`src/rtl/rgbt_pkg.sv`:
```
// rgbt_pkg: shared types and constants for the range gcd block table
// no dependencies
package rgbt_pkg;

    localparam int DEPTH      = 1024;
    localparam int BLOCK_LEN  = 32;
    localparam int VALUE_BITS = 32;
    localparam int NBLOCKS    = (DEPTH + BLOCK_LEN - 1) / BLOCK_LEN;
    localparam int IDX_W      = 10;
    localparam int BLK_W      = (NBLOCKS > 1) ? $clog2(NBLOCKS) : 1;
    localparam int OFF_W      = $clog2(BLOCK_LEN);
    localparam int CNT_W      = $clog2(DEPTH + 1);
    localparam int GCD_CNT_W  = $clog2(2 * VALUE_BITS + 2);

    localparam logic CMD_WRITE = 1'b0;
    localparam logic CMD_QUERY = 1'b1;

    typedef struct packed {
        logic        cmd;
        logic [9:0]  first_index;
        logic [9:0]  last_index;
        logic [31:0] new_value;
    } in_item_t;

    typedef struct packed {
        logic [31:0] gcd_result;
        logic        range_error;
    } out_item_t;

    // classified job passed from front to back
    typedef struct packed {
        logic                  is_write;
        logic                  is_error;
        logic [IDX_W-1:0]      lo;
        logic [IDX_W-1:0]      hi;
        logic [VALUE_BITS-1:0] value;
    } job_t;

    typedef enum logic [3:0] {
        ST_CLEAR,
        ST_IDLE,
        ST_WR,
        ST_RD_ADDR,
        ST_RD_WAIT,
        ST_GCD,
        ST_BLK_WR,
        ST_EMIT
    } bk_state_t;

    typedef enum logic [1:0] {
        PH_LEFT,
        PH_BLOCKS,
        PH_RIGHT
    } phase_t;

endpackage

```
`src/rtl/rgbt_front.sv`:
```
// rgbt_front: accepts transactions, classifies them and queues jobs
// depends on rgbt_pkg
module rgbt_front
    import rgbt_pkg::*;
(
    input  logic     clk,
    input  logic     rst_n,
    input  logic     push,
    output logic     full,
    input  in_item_t in_item,
    output logic     job_valid,
    input  logic     job_take,
    output job_t     job
);

    job_t       q_reg [2];
    logic [1:0] cnt_reg, cnt_next;
    logic       wp_reg, rp_reg;
    logic       acc, drop;
    job_t       cls;

    // classification of the incoming transaction
    always_comb
    begin
        cls.is_write = (in_item.cmd == CMD_WRITE);
        cls.is_error = (in_item.cmd == CMD_QUERY) &&
                       (in_item.first_index > in_item.last_index);
        cls.lo       = in_item.first_index;
        cls.hi       = in_item.last_index;
        cls.value    = in_item.new_value[VALUE_BITS-1:0];
        drop = cls.is_write && ({22'd0, in_item.first_index} >= DEPTH);
    end

    assign full = (cnt_reg == 2'd2);
    assign acc  = push && !full;
    assign job_valid = (cnt_reg != 2'd0);
    assign job = q_reg[rp_reg];

    // two-entry job queue
    always_comb
    begin
        cnt_next = cnt_reg;
        if (acc && !drop)
        begin
            cnt_next = cnt_next + 2'd1;
        end
        if (job_take && job_valid)
        begin
            cnt_next = cnt_next - 2'd1;
        end
    end

    always_ff @(posedge clk or negedge rst_n)
    begin
        if (!rst_n)
        begin
            cnt_reg <= '0;
            wp_reg  <= 1'b0;
            rp_reg  <= 1'b0;
        end
        else
        begin
            cnt_reg <= cnt_next;
            if (acc && !drop)
            begin
                wp_reg <= !wp_reg;
            end
            if (job_take && job_valid)
            begin
                rp_reg <= !rp_reg;
            end
        end
    end

    always_ff @(posedge clk)
    begin
        if (acc && !drop)
        begin
            q_reg[wp_reg] <= cls;
        end
    end

endmodule

```
`config.mk`:
```
export PLATFORM = sky130hd
export DESIGN_NAME = rgbt_front
export DESIGN_NICKNAME = d
export VERILOG_FILES = /design/src/rtl/rgbt_pkg.sv /design/src/rtl/rgbt_front.sv
export SDC_FILE = /design/constraint.sdc
export NUM_CORES = 1
export LEC_CHECK = 0
export BUFFER_PORTS_ARGS = -buffer_cell sky130_fd_sc_hd__buf_2
export CELL_PAD_IN_SITES_DETAIL_PLACEMENT = 2
export CELL_PAD_IN_SITES_GLOBAL_PLACEMENT = 2
export CORE_UTILIZATION = 25
export CTS_CLUSTER_SIZE = 24
export DETAILED_ROUTE_END_ITERATION = 8
export MAX_ROUTING_LAYER = met4
export PLACE_DENSITY = 0.59
export SLEW_MARGIN = 0
export SYNTH_ARGS = -nofsm -noshare
export SYNTH_HDL_FRONTEND = slang
export SYNTH_SLANG_ARGS = --single-unit
export TNS_END_PERCENT = 100
```
`constraint.sdc`:
```
create_clock -name clk -period 5.2 [get_ports clk]
set_input_delay 0.52 -clock clk [delete_from_list [all_inputs] [get_ports clk]]
set_output_delay 0.52 -clock clk [all_outputs]
set_load 0.1 [all_outputs]
```
# == Yosys cells after proc, flatten, opt, wreduce, memory -nomap -nowiden ==
# Memory sizes are Yosys's and may differ from the RTL's.
# Index checks and enable logic that the tools add are counted.
# word_totals
ff_bits,4
latchBits,0
ram_bits,108
romBits,0
inputBits,57
out_inout_bits,56
wordCells,20
memories,1
# op_classes
n_addsub,2
n_mul,0
div_mod_pow,0
magnitude_cmp,1
n_eq_ne,1
shift,0
mux,4
bitwise_logic,1
reduce_logical,7
# memory_table
name,depth,word_bits,rd,rd_clocked_by_memory_dff,wr,line,text
q_reg,2,54,1,0,1,rgbt_front.sv:16,job_t q_reg [2];
# op_table
cell,count
10-bit > comparator,1
2-bit 2-to-1 mux,2
1-bit logical AND,3
1-bit zero test,3
2-bit by 1-bit adder with 2-bit output (second input constant),1
2-bit equality test (second input constant),1
1-bit 2-to-1 mux,2
2-bit nonzero test,1
2-bit by 1-bit subtractor with 2-bit output (second input constant),1
1-bit NOT,1

# == Logic depth before layout (Yosys ltp) ==
# depth
depth_word,6
depth_mapped,6
depth_no_buf,6

# == Worst setup path after synthesis ==
# No wires, ideal clock.
# synth_path
path_type,register to register
from,reg cnt_reg[0]
to,mem q_reg[0][0] in the netlist's numbering (enable)
setup_time_ps,466
arrival_time_ps,3713
required_ps,4734
path_slack_ps,1021
stages_incl_launch_ff,6
n_path_buf,1
synth_period_minus_slack_ps,4179
cell_sequence,dfrtp_1 inv_1 ha_1 nand2b_1 buf_2 nor2_1
# synth_between
elab_chain_cells,5
# synth_lines
item,line,text
"start, declared",rgbt_front.sv:17,"logic [1:0] cnt_reg, cnt_next;"
"start signal, assigned",rgbt_front.sv:63,cnt_reg <= cnt_next;
2-bit equality test,rgbt_front.sv:34,assign full = (cnt_reg == 2'd2);
via full,rgbt_front.sv:9,"output logic full,"
1-bit zero test,rgbt_front.sv:35,assign acc = push && !full;
1-bit logical AND,rgbt_front.sv:35,
1-bit 2-to-1 mux,rgbt_front.sv:77,if (acc && !drop)
1-bit 2-to-1 mux (implied by the code),rgbt_front.sv:79,q_reg[wp_reg] <= cls;
"end, declared",rgbt_front.sv:16,
# The timed path passes the listed nets, and every way through them passes these cells.

==> flow_summary_export.csv <==
group,metric,value,unit
run_status,outcome,"completed",
clock_tree,cts_buffer_depth,2,
clock_tree,root_buffer,"clkbuf_16",
critical_path,crit_type,"reg -> out",
synth,yosys-top-cells-count,"108 x edfxtp_1, 49 x mux2_4, 16 x inv_1, 12 x ha_1, 6 x buf_6",
timing,tightest_slew,1.06,ns
timing,finalWorstSetupSlack,2.40,ns
synth,synthesis.area,4610,um2
final_layout,nFillCells,1873,
synth,async_reset_ff_share,3.57,%
synth,synth_top_flop_cell,"edfxtp_1",
timing,finalHoldViolCount,0,
drt,num_vias,2364,
clock_tree,cts_tree,"built",
grt,gr-total-overflow,0,
placed_design,placed_area,5420,um2
critical_path,worst_ep_arrival_time,2.28,ns
grt,antenna_found_initial,0,
critical_path,startpoint_type,"flop",
clock_tree,ctsHoldBuffers,1,
clock_tree,clk_latency,0.35,ns
clock_tree,clk_pin_slew,0.07,ns
floorplanning,die_width,138,um
synth,synth_top_cell_area_share,70.3,%
synth,synth_area_leaders,"edfxtp_1 70%, mux2_4 16%, ha_1 3.3%, dfrtp_1 2.2%, buf_6 1.5%",
final_layout,antenna_cells,0,
critical_path,crit_fanout,55,
worst_hold_path,hold_class,"in -> reg",
synth,synth_cell_types,24,
timing,slew_violations,0,
placed_design,port_buffers,112,
drt,dr.pass1.iters,4,
placed_design,routabilityCongestion,0.686,
final_layout,finalInstanceArea,5700,um2
final_layout,utilization,31.6,%
synth,post-synth-top-count-cell,"edfxtp_1",
floorplanning,die_h,138,um
timing,setup-violations-final,0,
synth,synth_edf_count,108,
synth,seq_area_frac_synth,72.5,%
placed_design,post-place-ws,2.54,ns
floorplanning,ios,113,
synth,syn_nets,297,
floorplanning,num_rows,49,
grt,grt_pass1_wl,14.0,mm
grt,grt_use_total,10.7,%
drt,wl_per_cell,16.5,um
final_layout,drive_gt1_share,53.1,%
clock_tree,cts.htree.levels,3,
timing,final.min_clock_period,2.80,ns
drt,drc,0,
job,max-cap-violations,0,
timing,post-route-period-util,53.9,%
clock_tree,cts_resized,0,
grt,grt_start_max_net_pins,56,
drt,antenna_left,0,
synth,yosysWarnings,0,
clock_tree,cts_setup_buffers,0,
timing,finClkSkew,0.00903,ns
final_layout,largest_reg_flops,108,
synth,ys_ff_latch,112,
floorplanning,die_area,19000,um2
clock_tree,cts_sinks,112,
floorplanning,initial_core_util,25.6,%
synth,yosys.area.top_type,"edfxtp_1",
critical_path,worstPathRequired,4.68,ns
critical_path,end_kind,"primary output",
drt,drt_iter0_drc,90,
timing,max_slew_margin,29.4,%
placed_design,hpwl,6.68,mm
timing,rsz0062_at_grt,"no",
clock_tree,cts_buffers,9,
synth,syn_inst,228,
synth,syn_avg_cell_area,20.2,um2
drt,viasPerCell,4.07,
grt,grt_pass1_vias,2560,
final_layout,area_growth,23.5,%
final_layout,fin_nets,416,
drt,wirelength,9.58,mm
floorplanning,core,18000,um2
timing,tns,0,ns
timing,clock.fmax,357,MHz
## metrics by stage
step | instances | hold slack (ns)
4_1_cts | 581 | 0.343
2_1_floorplan | 228 | 0.224
6_report | 581 | 0.362
3_5_place_dp | 564 | 0.339
3_3_place_gp | 564 | 0.337
5_1_grt | 581 | 0.339
## cell type report
cell class	instances	area (um2)	share of cell area, %
Clock inverter	5	31.3	0.549
Clock buffer	11	233	4.09
Timing Repair Buffer	115	586	10.3
Inverter	16	60.1	1.05
Multi-Input combinational cell	93	1150	20.2
Sequential cell	112	3350	58.8
Tap cell	229	287	5.03
## final timing paths
path	end	start	depth (start not counted)	slack [ns]
setup reg to reg	q_reg[1][51]	cnt_reg[0]	5	2.61
hold / removal	q_reg[0][3]	in_item[3]	1	0.36
setup / recovery	job[2]	rp_reg	2	2.40
max in group asynchronous	rp_reg	rst_n	2	4.55
min in group asynchronous	cnt_reg[1]	rst_n	2	0.51
hold reg to reg	cnt_reg[0]	cnt_reg[0]	1	0.53
## worst max-delay path, stage by stage, from the launching register on
cell and delay [ns]:
dfrtp_4 1.12, mux2_2 0.35, buf_2 0.43
## layer usage
layer	GRT usage (%)	vias to the layer above	wire length, um
met5	-	-	0
met4	3.62	0	124
met3	3.16	9	464
met2	17.3	67	4760
met1	12.7	1183	4240
li1	-	1105	-
## cell families after synthesis
kind of cell | count (synthesis) | share of synthesized area [%]
adders and majority gates | 12 | 3.25
xor gates and xnor gates | 6 | 1.30
DFF | 112 | 72.5
AOI/OAI and AO/OA | 8 | 1.25
muxes | 55 | 17.4
and+or+nand+nor | 12 | 1.46
buffers and inverters | 23 | 2.87
## placed cells by master (no fill, tap or decap), drive strengths merged
| cell | instances |
|---|---|
| edfxtp | 108 |
| dlygate4sd3 | 1 |
| a21oi | 3 |
| o21bai | 1 |
| a21o | 1 |
| nor3 | 1 |
| xor2 | 1 |
| clkbuf | 11 |
| buf | 114 |
| xnor2 | 5 |
| o21ai | 1 |
| o311a | 1 |
| ha | 12 |
| dfrtp | 4 |
| mux2 | 54 |
| clkinv | 4 |
| nand4 | 2 |
| mux2i | 1 |
| nand3 | 3 |
| a211oi | 1 |
| nor2 | 4 |
| inv | 17 |
| nand2b | 2 |
Power is left out: the tool's default activity adds up to more than one toggle a clock period on the data nets, which glitch-free logic cannot reach.
